===== src/rtl/core/bcdtod_pkg.sv =====
// package: payload types, request codes and bcd arithmetic for the time-of-day counter
package bcdtod_pkg;

    localparam logic [3:0] REQ_ADVANCE  = 4'd0;
    localparam logic [3:0] REQ_SET_HRS  = 4'd1;
    localparam logic [3:0] REQ_SET_MIN  = 4'd2;
    localparam logic [3:0] REQ_SET_SEC  = 4'd3;
    localparam logic [3:0] REQ_INC_HRS  = 4'd4;
    localparam logic [3:0] REQ_DEC_HRS  = 4'd5;
    localparam logic [3:0] REQ_INC_MIN  = 4'd6;
    localparam logic [3:0] REQ_DEC_MIN  = 4'd7;
    localparam logic [3:0] REQ_INC_SEC  = 4'd8;
    localparam logic [3:0] REQ_DEC_SEC  = 4'd9;
    localparam logic [3:0] REQ_READ     = 4'd10;

    localparam logic [7:0] HOUR_LIMIT   = 8'h23;
    localparam logic [7:0] SIXTY_LIMIT  = 8'h59;
    localparam logic [7:0] BCD_MINUS1   = 8'h99;

    typedef struct packed {
        logic [3:0] req_type;
        logic [7:0] set_value;
    } req_t;

    typedef struct packed {
        logic [7:0] hours_bcd;
        logic [7:0] minutes_bcd;
        logic [7:0] seconds_bcd;
    } tod_t;

    // binary add followed by the classic decimal adjust
    function automatic logic [7:0] dec_adjust_sum(input logic [7:0] a, input logic [7:0] b);
        logic [9:0] s;
        logic       half;
        logic       carry;
        s     = {2'b00, a} + {2'b00, b};
        half  = ({1'b0, a[3:0]} + {1'b0, b[3:0]}) > 5'h0f;
        carry = s[8];
        if ((s[3:0] > 4'd9) || half) begin
            s = s + 10'h006;
        end
        if ((s[8:0] > 9'h09f) || carry) begin
            s = s + 10'h060;
        end
        return s[7:0];
    endfunction

    function automatic logic inc_wraps(input logic [7:0] r, input logic [7:0] limit);
        logic [7:0] t;
        t = r + 8'd1;
        return t > limit;
    endfunction

    function automatic logic [7:0] bcd_inc(input logic [7:0] r, input logic [7:0] limit);
        return inc_wraps(r, limit) ? 8'h00 : dec_adjust_sum(r, 8'h01);
    endfunction

    function automatic logic [7:0] bcd_dec(input logic [7:0] r, input logic [7:0] limit);
        return (r == 8'h00) ? limit : dec_adjust_sum(r, BCD_MINUS1);
    endfunction

endpackage


===== src/rtl/core/bcdtod_step.sv =====
// next-time logic: applies one request to the current time
module bcdtod_step (
    input  bcdtod_pkg::tod_t cur,
    input  bcdtod_pkg::req_t req,
    output bcdtod_pkg::tod_t nxt
);
    import bcdtod_pkg::*;

    logic sec_wrap;
    logic min_wrap;

    assign sec_wrap = inc_wraps(cur.seconds_bcd, SIXTY_LIMIT);
    assign min_wrap = inc_wraps(cur.minutes_bcd, SIXTY_LIMIT);

    always_comb begin
        nxt = cur;
        case (req.req_type)
            REQ_ADVANCE: begin
                nxt.seconds_bcd = bcd_inc(cur.seconds_bcd, SIXTY_LIMIT);
                // carry ripples only through wrapping fields
                if (sec_wrap) begin
                    nxt.minutes_bcd = bcd_inc(cur.minutes_bcd, SIXTY_LIMIT);
                    if (min_wrap) begin
                        nxt.hours_bcd = bcd_inc(cur.hours_bcd, HOUR_LIMIT);
                    end
                end
            end
            REQ_SET_HRS: nxt.hours_bcd   = req.set_value;
            REQ_SET_MIN: nxt.minutes_bcd = req.set_value;
            REQ_SET_SEC: nxt.seconds_bcd = req.set_value;
            REQ_INC_HRS: nxt.hours_bcd   = bcd_inc(cur.hours_bcd, HOUR_LIMIT);
            REQ_DEC_HRS: nxt.hours_bcd   = bcd_dec(cur.hours_bcd, HOUR_LIMIT);
            REQ_INC_MIN: nxt.minutes_bcd = bcd_inc(cur.minutes_bcd, SIXTY_LIMIT);
            REQ_DEC_MIN: nxt.minutes_bcd = bcd_dec(cur.minutes_bcd, SIXTY_LIMIT);
            REQ_INC_SEC: nxt.seconds_bcd = bcd_inc(cur.seconds_bcd, SIXTY_LIMIT);
            REQ_DEC_SEC: nxt.seconds_bcd = bcd_dec(cur.seconds_bcd, SIXTY_LIMIT);
            default: nxt = cur;
        endcase
    end

endmodule


===== src/rtl/core/bcd_time_of_day_counter.sv =====
// top level: 24-hour packed-bcd time-of-day counter with request/result channels
//
// Usage:
//   s_valid/s_ready/s_payload carry requests: advance one second, set a field,
//   step a field up or down with bcd wrap and no carry, or read.
//   m_valid/m_ready/m_payload return one result per request: the time after it.
//   A request is registered on acceptance and applied once the result stage is
//   free, which updates the time register that also drives m_payload. The result
//   is valid once its request has been applied to the time register.
//   Throughput: one request per cycle while m_ready stays high.
//   When the receiver stalls the result and the time hold; one more request is
//   taken into the input register, then s_ready drops until the result leaves.
//   Reset (aresetn low, synchronous) sets the time to 00:00:00 and empties
//   both stages.
module bcd_time_of_day_counter (
    input  logic             aclk,
    input  logic             aresetn,
    input  logic             s_valid,
    output logic             s_ready,
    input  bcdtod_pkg::req_t s_payload,
    output logic             m_valid,
    input  logic             m_ready,
    output bcdtod_pkg::tod_t m_payload
);
    import bcdtod_pkg::*;

    logic in_valid_reg;
    logic in_valid_next;
    req_t in_req_reg;
    logic m_valid_reg;
    logic m_valid_next;
    tod_t time_reg;
    tod_t time_next;
    logic out_free;
    logic apply;

    assign out_free = !m_valid_reg || m_ready;
    assign apply    = in_valid_reg && out_free;
    assign s_ready  = !in_valid_reg || out_free;

    bcdtod_step u_step (
        .cur (time_reg),
        .req (in_req_reg),
        .nxt (time_next)
    );

    always_comb begin
        in_valid_next = in_valid_reg;
        if (s_valid && s_ready) begin
            in_valid_next = 1'b1;
        end else if (apply) begin
            in_valid_next = 1'b0;
        end
        m_valid_next = m_valid_reg;
        if (apply) begin
            m_valid_next = 1'b1;
        end else if (m_ready) begin
            m_valid_next = 1'b0;
        end
    end

    always_ff @(posedge aclk) begin
        if (!aresetn) begin
            in_valid_reg <= 1'b0;
            m_valid_reg  <= 1'b0;
            time_reg     <= '0;
        end else begin
            in_valid_reg <= in_valid_next;
            m_valid_reg  <= m_valid_next;
            if (apply) begin
                time_reg <= time_next;
            end
        end
    end

    always_ff @(posedge aclk) begin
        if (s_valid && s_ready) begin
            in_req_reg <= s_payload;
        end
    end

    assign m_valid   = m_valid_reg;
    assign m_payload = time_reg;

    // a stalled result must not be overwritten by the next request
    a_stall_holds_time: assert property (@(posedge aclk) disable iff (!aresetn)
        m_valid_reg && !m_ready |=> $stable(time_reg))
        else $error("time changed while result stalled");

    // a read request leaves the time alone
    a_read_keeps_time: assert property (@(posedge aclk) disable iff (!aresetn)
        apply && in_req_reg.req_type == REQ_READ |=> $stable(time_reg) && m_valid_reg)
        else $error("read request changed the time");

    // s_ready only drops when the input register is occupied and blocked
    a_ready_low_means_full: assert property (@(posedge aclk) disable iff (!aresetn)
        !s_ready |-> in_valid_reg && m_valid_reg && !m_ready)
        else $error("request refused with room available");

    // an applied request always yields a result in the next cycle
    a_apply_gives_result: assert property (@(posedge aclk) disable iff (!aresetn)
        apply |=> m_valid_reg)
        else $error("applied request produced no result");

endmodule


===== config.mk =====
export PLATFORM = sky130hd
export DESIGN_NAME = bcd_time_of_day_counter
export DESIGN_NICKNAME = d
export VERILOG_FILES = /design/src/rtl/core/bcdtod_pkg.sv /design/src/rtl/core/bcdtod_step.sv /design/src/rtl/core/bcd_time_of_day_counter.sv
export SDC_FILE = /design/constraint.sdc
export NUM_CORES = 1
export LEC_CHECK = 0
export BUFFER_PORTS_ARGS = -buffer_cell sky130_fd_sc_hd__buf_2
export CORE_MARGIN = 2
export CORE_UTILIZATION = 65
export CTS_BUF_LIST = sky130_fd_sc_hd__clkbuf_16
export DETAILED_ROUTE_END_ITERATION = 12
export PLACE_DENSITY = 0.86
export SLEW_MARGIN = 40
export SYNTH_ARGS = -nofsm -noshare
export SYNTH_HDL_FRONTEND = slang
export SYNTH_SLANG_ARGS = --single-unit

===== constraint.sdc =====
create_clock -name aclk -period 9.6 [get_ports aclk]
set_input_delay 1.92 -clock aclk [delete_from_list [all_inputs] [get_ports aclk]]
set_output_delay 1.92 -clock aclk [all_outputs]
set_load 0.02 [all_outputs]

== Yosys cells after proc, flatten, opt, wreduce, memory -nomap -nowiden ==
Index checks and enable logic that the tools add are counted.
Storage, ports and cells
  input port bits: 16
  output and inout port bits: 26
  register bits after elaboration: 38
  word-level logic and storage cells: 150
Operators by class
  reduce and logical (&&, ||, !) cells: 33
  equal/unequal tests: 11
  order comparisons: 24
  muxes and demuxes: 45
  add/subtract/negate cells: 30
Operators with widths (number)
  $mux 9: 18
  $mux 8: 19
  $pmux 8 s4: 3
  $gt 9x8->1 const B: 9
  $add 8x7->8 const B: 9
  $add 9x3->9 const B: 6
  $gt 5x4->1 const B: 6
  $add 8x1->9 const B: 3
  $add 8x8->9 const B: 3
  $add 8x1->8 const B: 3
  $gt 4x4->1 const B: 6
  $logic_not 8->1: 3
  $logic_or 1x1->1: 17
  $eq 4x3->1 const B: 4
  $gt 8x7->1 const B: 2
  $mux 16: 1
  $add 4x1->5 const B: 3
  $add 4x4->5 const B: 3
  $reduce_bool 4->1: 3
  $eq 4x2->1 const B: 2
  $eq 4x4->1 const B: 2
  $gt 8x6->1 const B: 1
  $eq 4x1->1 const B: 1
  $logic_not 4->1: 1
  other kinds (8): 15

== Longest topological paths before layout ==
Gate-level depths: netlist (run 1).
  depth in word-level cells: 14
  gate-level depth with buffers: 17
  depth with buffers taken out: 15

== Modules after synthesis ==
A second synthesis (run 1) with hierarchy kept.
Second synthesis, totals
  cells, all modules: 797
  area, all modules: 5741.8 um^2
Modules (own cells, without submodules)
  bcdtod_step: sequential area each 0.0 um^2, cells each 671, instances 1, area an instance 4312.9 um^2
  bcd_time_of_day_counter: sequential area each 880.8 um^2, cells each 126, instances 1, area an instance 1428.9 um^2

== Worst setup path before layout (run 1) ==
OpenSTA, ideal clock, no wires.
  path type: in2out
  from: in m_ready
  to: out s_ready
  path slack: 5408 ps
  data arrival time: 2272 ps
  cell stages on the path: 2
  path buffers: 0
  required time: 7680 ps
  cells stage by stage: nor2b_1 nand2_1
On the way
  longest elaborated chain between the ends: 2
RTL lines
  start: declaration: RTL line bcd_time_of_day_counter.sv:22  | input logic m_ready,
  $logic_or 1x1->1: RTL line bcd_time_of_day_counter.sv:37  | assign out_free = !m_valid_reg || m_ready;
  $logic_or 1x1->1: RTL line bcd_time_of_day_counter.sv:39  | assign s_ready = !in_valid_reg || out_free;
  end: declaration: RTL line bcd_time_of_day_counter.sv:19  | output logic s_ready,
Every way passes these cells.

== Worst setup path in the final report (run 1) ==
  from: reg time_reg (netlist bit m_payload[0])
  to: reg time_reg (netlist bit m_payload[6])
On the way
  longest elaborated chain between the ends: 10
  elaborated cells between the ends (all ways): 36
  those cells by class: 10 x add/sub; 8 x order compare; 12 x mux; 6 x reduce/logical
RTL lines
  start: declaration: RTL line bcd_time_of_day_counter.sv:32  | tod_t time_reg;
  start signal: assignment: RTL line bcd_time_of_day_counter.sv:71  | time_reg <= time_next;
  parallel branches: the longest is 9 deep, another holds $add 8x8->9
  $pmux 8 s4 (*): RTL line bcdtod_step.sv:17  | case (req.req_type)
Mark *: on every way between the ends. The select of a mux whose other input is x is not followed.
A chain may end at the register's enable or synchronous reset.

==> results.cfg, run 1 <==
[run_status]
outcome = complete, no violations

[yosys]
ys_types = 92
synth_cells = 697
synth-seq-cells = 38
syn-mean-instance-area_sq_um = 7.231
synth_xor_area_share_pct = 9.707
synth_compound_area_share_pct = 30.76
seq_area_frac_synth_pct = 17.48
yosys.area.top_type = dfxtp_1
synth_area_leaders = dfxtp_1, edfxtp_1, xnor2_1
synth.area.mux_share_pct = 1.018
ys_warn_count = 0
yosys_most_used_dff = dfxtp_1
synth_top_area_share_pct = 10.33
async_flop_share_pct = 0
synthSimpleGateAreaFrac_pct = 28.13
synth_top_family_by_area = compound AO/OA/AOI/OAI gates
synth_edf_count = 12
syn-num-nets = 734
synth-adder-area-share_pct = 5.611
syn_area_sq_um = 5040

[setup_path]
endpoint_kind = flip-flop
rr_startpoint = m_payload[0]$_SDFFE_PN0P_
cp.arrival_ns = 4.81
crit_type = reg -> reg
crit_fanout = 15
cp-startpoint = m_payload[0]$_SDFFE_PN0P_
cp.required_ns = 9.76
crit_path_start_kind = flip-flop

[detailed_routing]
firstDrtPassIters = 5
totalWireLength_microns = 14140
num_vias = 5397
drc = 0
drt_iter0_drc = 389
ant_nets = 0
wl_per_cell_microns = 17.62
vias_per_cell = 6.729

[pwr]
leakagePower_uw = 0.002019
powerDensity_nw_per_um2 = 101.5
peakVddDrop_mv = 0.1096

[sta]
finalCritPeriodShare_pct = 48.44
maxSlewHeadroom_pct = 46.50
hold_viol = 0
worst_hold_slack_ns = 0.5467
skew_ns = 0.008863
fin_setup_tns_ns = 0
fin_ws_ns = 4.949
setup_viol = 0
slew_viol_final = 0
fmax_ghz = 0.2150
worst_slew_pin_slew_ns = 0.8025
min_period_ns = 4.651
rsz0062_at_grt = no

[grt]
grt.overflow.total = 0
grt_pass1_wl_microns = 23560
grt_max_degree = 34
antenna_found_initial = 0
grt_usage_pct = 33.46
grt_pass1_vias = 4907

[clock_tree]
cts_resized = 0
cts_buffers = 5
post_cts_buffers = 0
htree_levels = 2
cts_tree = yes
clk_latency_ns = 0.29
cts.clk_slew.worst_paths_ns = 0.06
cts_root_buf = clkbuf_16
cts_sinks = 38
cts_hold_buf = 0
clk_path_buf_depth = 2

[floorplanning]
start_util_pct = 66.25
pin_count = 42
die-area_sq_um = 8474
num_rows = 32
die_w_microns = 92.06
die_y_microns = 92.06
coreArea_sq_um = 7607

[final_layout]
fin_cells = 802
drive_gt1_share_pct = 12.43
antennaDiodeCount = 0
fin_util_pct = 70.76
largest_reg_flops = 24
syn_to_final_growth_pct = 6.802
layout.nets = 736
fill_cells = 617

[run]
max_cap_violations = 0

[min_path]
worstHoldStart = in_valid_reg$_SDFFE_PN0P_
hold_class = reg -> reg

[placed_design]
gp_congestion = 0.9812
port_buffers = 41
hpwl_microns = 10440
pre_cts_slack_ns = 5.128
place_inst = 794
[final timing paths]
check,end,slack (ns),depth (start not counted)
worst max-delay path,m_payload[6]$_SDFFE_PN0P_,4.95,15
worst min-delay path,in_valid_reg$_SDFFE_PN0P_,0.55,2
worst max register to register,m_payload[6]$_SDFFE_PN0P_,4.95,15
worst min register to register,in_valid_reg$_SDFFE_PN0P_,0.55,2
[final cells by class]
cell class	count	area (sq um)	area share [%]
timing repair buffer	42	212.7	3.952
tap	102	127.6	2.371
clock inverter	3	63.81	1.185
clock buffer	5	125.1	2.325
sequential	38	883.3	16.41
multi-input combinational	576	3835	71.25
inverter	36	135.1	2.510
[placed cells by master (no fill, tap or decap), drive strengths merged, types with 5 or more instances in the layout]
cell type / n
a211o: 6
a211oi: 15
a21boi: 7
a21oi: 40
a221oi: 11
a311oi: 6
a31oi: 14
and2: 9
and3: 10
buf: 42
clkbuf: 5
dfxtp: 26
edfxtp: 12
ha: 21
inv: 35
nand2: 59
nand2b: 14
nand3: 25
nand3b: 6
nand4: 8
nor2: 70
nor2b: 15
nor3: 21
nor4: 7
o211ai: 9
o21ai: 55
o21bai: 5
o22ai: 6
or2: 5
xnor2: 37
xor2: 18
[stage by stage]
stage | power (uW) | instance area (sq um)
5_1_grt | 568.0 | 5383
3_3_place_gp | 323.6 | 5154
6_report | 546.2 | 5383
2_1_floorplan | 297.1 | 5040
4_1_cts | 538.4 | 5354
3_5_place_dp | 328.3 | 5165
[critical path, stage by stage, from the launching register on]
cell and delay, ns:
dfxtp_1 0.68, ha_1 0.53, xor2_1 0.38, ha_1 0.20
nor2b_1 0.23, a221oi_2 0.20, a211oi_1 0.44, nand3_1 0.18
xnor2_1 0.37, inv_1 0.11, ha_1 0.24, nor2b_1 0.15
a211o_1 0.25, and2_4 0.15, a221oi_2 0.28, o32ai_1 0.13
[synth_stat cells (5+ instances only)]
| cell | n |
|---|---|
| nor2_1 | 70 |
| nand2_1 | 59 |
| o21ai_0 | 50 |
| a21oi_1 | 39 |
| xnor2_1 | 37 |
| inv_1 | 35 |
| dfxtp_1 | 26 |
| nand3_1 | 23 |
| clkbuf_1 | 22 |
| ha_1 | 21 |
| nor3_1 | 21 |
| buf_2 | 18 |
| xor2_1 | 17 |
| nor2b_1 | 15 |
| a211oi_1 | 14 |
| a31oi_1 | 14 |
| nand2b_1 | 14 |
| edfxtp_1 | 12 |
| and3_1 | 10 |
| o211ai_1 | 9 |
| nand4_1 | 8 |
| a221oi_1 | 7 |
| and2_1 | 7 |
| a211o_1 | 6 |
| a311oi_1 | 6 |
| nand3b_1 | 6 |
| o22ai_1 | 6 |
| nor4_1 | 5 |
| o21bai_1 | 5 |
[power breakdown]
group	switching, uW	internal (uW)
sequential	20.1	173
clock	65.7	148
combinational	84.1	55.0
total	170	376
[kinds of logic after synthesis]
logic type | count (synthesis)
buffers and inverters | 83
muxes | 5
xor gates and xnor gates | 55
AOI/OAI and AO/OA | 221
DFF | 38
and+or+nand+nor | 272
adders and majority gates | 23
[routing by layer]
metal / vias to the layer above / GRT usage, % / routed length (microns)
met5: - / 0 / 0
met2: 267 / 53.31 / 6393
li1: 2575 / - / -
met4: 0 / 7.711 / 281
met1: 2524 / 47.30 / 6220
met3: 31 / 5.834 / 1240
(Power assumes the default switching activity.)
==> run 2, diff against run 1 <==
- CORE_UTILIZATION: 65 -> 62
- PLACE_DENSITY: 0.86 -> 0.82
- clock period: 9.6 -> 4.8 ns (I/O delays scaled with it)
==> run 2 against run 1 <==
  * Cell area decreased by 0.37%
  * Clock power up 49%
  * Maximum frequency grew 7.4%
  * Critical endpoint unchanged
==> results.cfg, run 2 (same netlist as run 1, synthesis figures left out) <==
[run_status]
outcome = complete, no violations

[pwr]
p_seq_share_pct = 38.9
peakVddDrop_mv = 0.1633
leakagePower_uw = 0.002020
switching_power_uw = 338.1
pwr-share-clk_pct = 32.2
p_comb_share_pct = 28.9
internal-power_uw = 649.8
powerDensity_nw_per_um2 = 184.2
switching_share_pct = 34.23

[final_layout]
fin_cells = 808
layout.nets = 742
fill_cells = 692
seq_area_sq_um = 883.3
layout_commonest_cell = nor2_1
drive_gt1_share_pct = 12.75
syn_to_final_growth_pct = 6.405
layout_common_cells = nor2_1, nand2_1, o21ai_0
antennaDiodeCount = 0
largest_reg_flops = 24
multiInputGateArea_sq_um = 3817

[clock_tree]
cts_sinks = 38
cts_buffers = 5
clk_latency_ns = 0.28
post_cts_buffers = 0
clk_path_buf_depth = 2
htree_levels = 2
cts_root_buf = clkbuf_16
cts_resized = 0
cts_tree = yes
cts.clk_slew.worst_paths_ns = 0.06
cts_hold_buf = 0

[sta]
finalCritPeriodShare_pct = 90.22
min_period_ns = 4.331
skew_ns = 0.009635
rsz0062_at_grt = no
hold_viol = 0
setup_viol = 0
worst_slew_pin_slew_ns = 0.6997
fin_setup_tns_ns = 0
maxSlewHeadroom_pct = 52.96
slew_viol_final = 0
fmax_ghz = 0.2309

[detailed_routing]
drc = 0
vias_per_cell = 6.558
wl_per_cell_microns = 18.14
firstDrtPassIters = 5
drt_iter0_drc = 402
totalWireLength_microns = 14660
ant_nets = 0
num_vias = 5299

[setup_path]
crit_fanout = 13
endpoint_kind = flip-flop
reg2regPathDepth = 15
cp.required_ns = 4.96
cp.arrival_ns = 4.49
rr_startpoint = m_payload[1]$_SDFFE_PN0P_
r2r_slack_ns = 0.47
crit_path_start_kind = flip-flop
cp-startpoint = m_payload[1]$_SDFFE_PN0P_
reg2reg_to = m_payload[6]$_SDFFE_PN0P_
crit_type = reg -> reg

[min_path]
worstHoldStart = in_valid_reg$_SDFFE_PN0P_
hold-path-cell-count = 2
whs_endpoint = m_valid$_SDFFE_PN0P_
hold_class = reg -> reg

[placed_design]
place_inst = 800
hpwl_microns = 11030
gp_congestion = 1.022
port_buffers = 41

[floorplanning]
start_util_pct = 64.55
num_rows = 32
die-area_sq_um = 8866
die_w_microns = 94.16
pin_count = 42
coreArea_sq_um = 7807
die_y_microns = 94.16

[run]
max_cap_violations = 0

[grt]
grt_usage_pct = 33.92
grt.overflow.total = 0
antenna_found_initial = 0
grt_max_degree = 34
grt_pass1_wl_microns = 24080
grt_pass1_vias = 4771
run 2: worst max-delay path by stage:
stage,cells after the start,slack [ns],endpoint
3_3_place_gp,15,0.80,m_payload[6]$_SDFFE_PN0P_
3_5_place_dp,15,0.53,m_payload[6]$_SDFFE_PN0P_
6_report,15,0.47,m_payload[6]$_SDFFE_PN0P_
5_1_grt,15,0.11,m_payload[6]$_SDFFE_PN0P_
2_1_floorplan,16,1.04,m_payload[6]$_SDFFE_PN0P_
4_1_cts,15,0.53,m_payload[6]$_SDFFE_PN0P_
run 2: area by class of cell:
class,instances,area share [%]
clock buffer,5,2.333
clock inverter,3,0.3033
inverter,36,2.520
multi-input combinational,576,71.19
sequential,38,16.47
tap,102,2.380
timing repair buffer,48,4.806
run 2: power groups by stage:
stage / clock network (uW) / logic, uW / registers [uW]
after floorplan: 0 / 223 / 372
after global placement: 0 / 270 / 387
after detailed placement: 0 / 277 / 389
after CTS: 320 / 279 / 382
after global routing: 333 / 313 / 387
final: 318 / 285 / 384
run 2: through the flow:
stage          hold slack (ns)  power, uW  util, %  cell area (sq um)  worst slack, ns
2_1_floorplan           0.4868      594.2        -               5040            1.036
3_3_place_gp            0.4997      657.4    66.59               5199           0.8038
3_5_place_dp            0.5161      665.5    66.60               5200           0.5252
4_1_cts                 0.5235      981.0    68.41               5341           0.5333
5_1_grt                 0.5753       1033    68.69               5363           0.1139
6_report                0.5230      987.9    68.69               5363           0.4694
run 2: metal layers:
metal  part of all wire (%)  vias up  routed length, microns  global-route usage, %
met4                    1.3        0                     187                  6.884
met2                     45      246                    6635                  55.30
li1                       -     2580                       -                      -
met3                    8.5       16                    1241                  5.698
met5                      0        -                       0                      0
met1                     45     2457                    6592                  47.17
run 2: worst max-delay path: stages (launching register included):
cell,delay [ns]
dfxtp_1,0.51
ha_1,0.52
xor2_1,0.42
ha_1,0.21
nor2b_1,0.23
a221oi_2,0.11
a211oi_1,0.47
nand3_1,0.20
xnor2_1,0.32
inv_1,0.11
ha_1,0.23
nor2b_1,0.14
a211o_1,0.23
and2_4,0.15
a221oi_2,0.24
o32ai_1,0.12
==> run 3, diff against run 2 <==
- CORE_UTILIZATION: 62 -> 63
- PLACE_DENSITY: 0.82 -> 0.83
- SETUP_SLACK_MARGIN: not set -> 0.5
- SYNTH_HIERARCHICAL: not set -> 1
==> run 3 against run 2 <==
  * Cell count rose by 11%
  * Clock power grew 40%
  * Largest power group is now clock
  * Clock skew fell by 0.0033 ns
  * Total power increased by 12%
==> results.cfg, run 3 <==
[floorplanning]
pin_count = 42
die_y_microns = 99.47
die-area_sq_um = 9893
die_w_microns = 99.47
coreArea_sq_um = 8763
num_rows = 34
start_util_pct = 65.52

[clock_tree]
post_cts_buffers = 0
clk_path_buf_depth = 2
cts_root_buf = clkbuf_16
cts_sinks = 38
htree_levels = 2
clk_latency_ns = 0.29
cts.clk_slew.worst_paths_ns = 0.06
cts_hold_buf = 0
cts_resized = 1
cts_buffers = 5
cts_tree = yes

[placed_design]
hpwl_microns = 12820
port_buffers = 41
gp_congestion = 1.033

[yosys]
ys_warn_count = 6
ys_types = 93
yosys_most_used_dff = dfxtp_1
syn-num-nets = 836
yosys.area.top_type = dfxtp_1
synth-seq-cells = 38
syn_area_sq_um = 5742
synth_cells = 797
synth_top_area_share_pct = 9.065
seq_area_frac_synth_pct = 15.34
synth_common_cells = nand2_1, a21oi_1, nor2_1
synth_area_leaders = dfxtp_1, nand2_1, edfxtp_1
yosysMostFrequentCell = nand2_1
async_flop_share_pct = 0
syn-mean-instance-area_sq_um = 7.204
synth_edf_count = 12

[pwr]
leakagePower_uw = 0.002254
peakVddDrop_mv = 0.2593
powerDensity_nw_per_um2 = 181.9

[detailed_routing]
vias_per_cell = 7.061
firstDrtPassIters = 6
drt_iter0_drc = 687
drc = 0
num_vias = 6355
wl_per_cell_microns = 19.48
ant_nets = 0
totalWireLength_microns = 17540

[setup_path]
r2r_slack_ns = 0.78
crit_fanout = 17
max_stage_delay_ns = 0.51
endpoint_kind = flip-flop
reg2reg_to = m_payload[6]$_SDFFE_PN0P_
path_cells = inv_1 > ha_1 > ha_1 > nor2b_1 > o21ai_0 > a211o_1 > nand2_1 > xnor2_1 > ha_1 > inv_1 > a221o_1 > o211a_1 > o31ai_1 > nand4_1 > nand2_1 > mux2i_1
cp.required_ns = 4.96
slowest_stage = dfxtp_2
critPathBufInv = 2
cp_common_cell = ha_1
rr_startpoint = m_payload[0]$_SDFFE_PN0P_
crit_path_start_kind = flip-flop
reg2regPathDepth = 16
cp.arrival_ns = 4.18
crit_type = reg -> reg
critical-path-top-delay-family = compound AO/OA/AOI/OAI gates

[min_path]
hold_class = reg -> reg
whs_endpoint = m_valid$_SDFFE_PN0P_
worstHoldStart = in_valid_reg$_SDFFE_PN0P_
hold-path-cell-count = 1

[sta]
fin_setup_tns_ns = 0
skew_ns = 0.006347
worst_slew_pin_slew_ns = 0.8292
fmax_ghz = 0.2488
finalCritPeriodShare_pct = 83.74
hold_viol = 0
maxSlewHeadroom_pct = 44.60
rsz0062_at_grt = no
slew_viol_final = 0
setup_viol = 0
min_period_ns = 4.019

[grt]
grt_pass1_vias = 5847
grt_usage_pct = 35.31
grt_pass1_wl_microns = 29000
antenna_found_initial = 0
grt_max_degree = 51
grt.overflow.total = 0

[final_layout]
drive_gt1_share_pct = 11.99
layout.nets = 830
syn_to_final_growth_pct = 5.775
layout_common_cells = nand2_1, a21oi_1, nor2_1
antennaDiodeCount = 0
fin_util_pct = 69.30
layout_commonest_cell = nand2_1
largest_reg_flops = 24

[run_status]
outcome = complete, no violations

[run]
max_cap_violations = 0
## run 3: cell count changes after synthesis, sizes merged, moves of 8 or more
| cell | before | now |
|---|---|---|
| o31ai | 0 | 12 |
| nand2 | 59 | 112 |
| o21ai | 55 | 40 |
| xnor2 | 37 | 28 |
| o221ai | 1 | 9 |
| nor2 | 70 | 46 |
| buf | 25 | 34 |
| mux2i | 4 | 30 |
## run 3: cells by family (layout without fill, tap and decap cells)
kind of cell	after synthesis	count (layout)	synth area share, %
multiplexers	31	31	5.426
adder cells (fa/ha/maj)	23	23	5.012
buffers and inverters	97	92	7.932
XOR/XNOR	46	46	7.017
AO/OA/AOI/OAI	248	248	31.25
AND/OR/NAND/NOR	314	314	28.02
flip-flops	38	38	15.34
## run 3: layout make-up
cell class / count / area [sq um]
clock buffers: 5 / 125.1
clock inverters: 3 / 68.82
fillers: 747 / 2690
inverters: 36 / 135.1
multi-input cells: 662 / 4458
flip-flops and latches: 38 / 890.9
well taps: 108 / 135.1
repair buffers: 48 / 260.3
## run 3: where the power goes
part,internal (uW),switching (uW),total (uW),leakage (uW)
sequential,345,33.2,378,0.000331
combinational,109,174,283,0.00183
clock,299,145,444,0.0000940
## run 3: per-stage QoR
step	setup WS, ns	hold WS (ns)	instances	power [uW]	cell area [sq um]
finish	0.7806	0.5110	900	1105	6073
global route	0.5131	0.5498	900	1143	6073
CTS	0.5203	0.5167	900	1092	6015
detailed placement	0.5194	0.5009	892	653.3	5819
global placement	0.6972	0.4880	892	643.1	5814
floorplan	1.016	0.4761	797	589.5	5742
## run 3: worst max path at each step
stage	from	to	slack, ns	cells past startpoint
5_1_grt	m_payload[8]$_SDFFE_PN0P_	m_payload[14]$_SDFFE_PN0P_	0.51	16
4_1_cts	m_payload[0]$_SDFFE_PN0P_	m_payload[6]$_SDFFE_PN0P_	0.52	15
3_3_place_gp	m_payload[16]$_SDFFE_PN0P_	m_payload[22]$_SDFFE_PN0P_	0.70	18
3_5_place_dp	m_payload[16]$_SDFFE_PN0P_	m_payload[21]$_SDFFE_PN0P_	0.52	18
2_1_floorplan	m_payload[8]$_SDFFE_PN0P_	m_payload[14]$_SDFFE_PN0P_	1.02	18
6_report	m_payload[0]$_SDFFE_PN0P_	m_payload[6]$_SDFFE_PN0P_	0.78	16
## run 3: layer usage
| metal | share of wire (%) | up-vias | track usage, % |
|---|---|---|---|
| met4 | 3.5 | 0 | 12.12 |
| li1 | - | 2963 | - |
| met1 | 42 | 2968 | 47.85 |
| met3 | 8.9 | 70 | 6.606 |
| met2 | 46 | 354 | 56.55 |
| met5 | 0 | - | 0 |
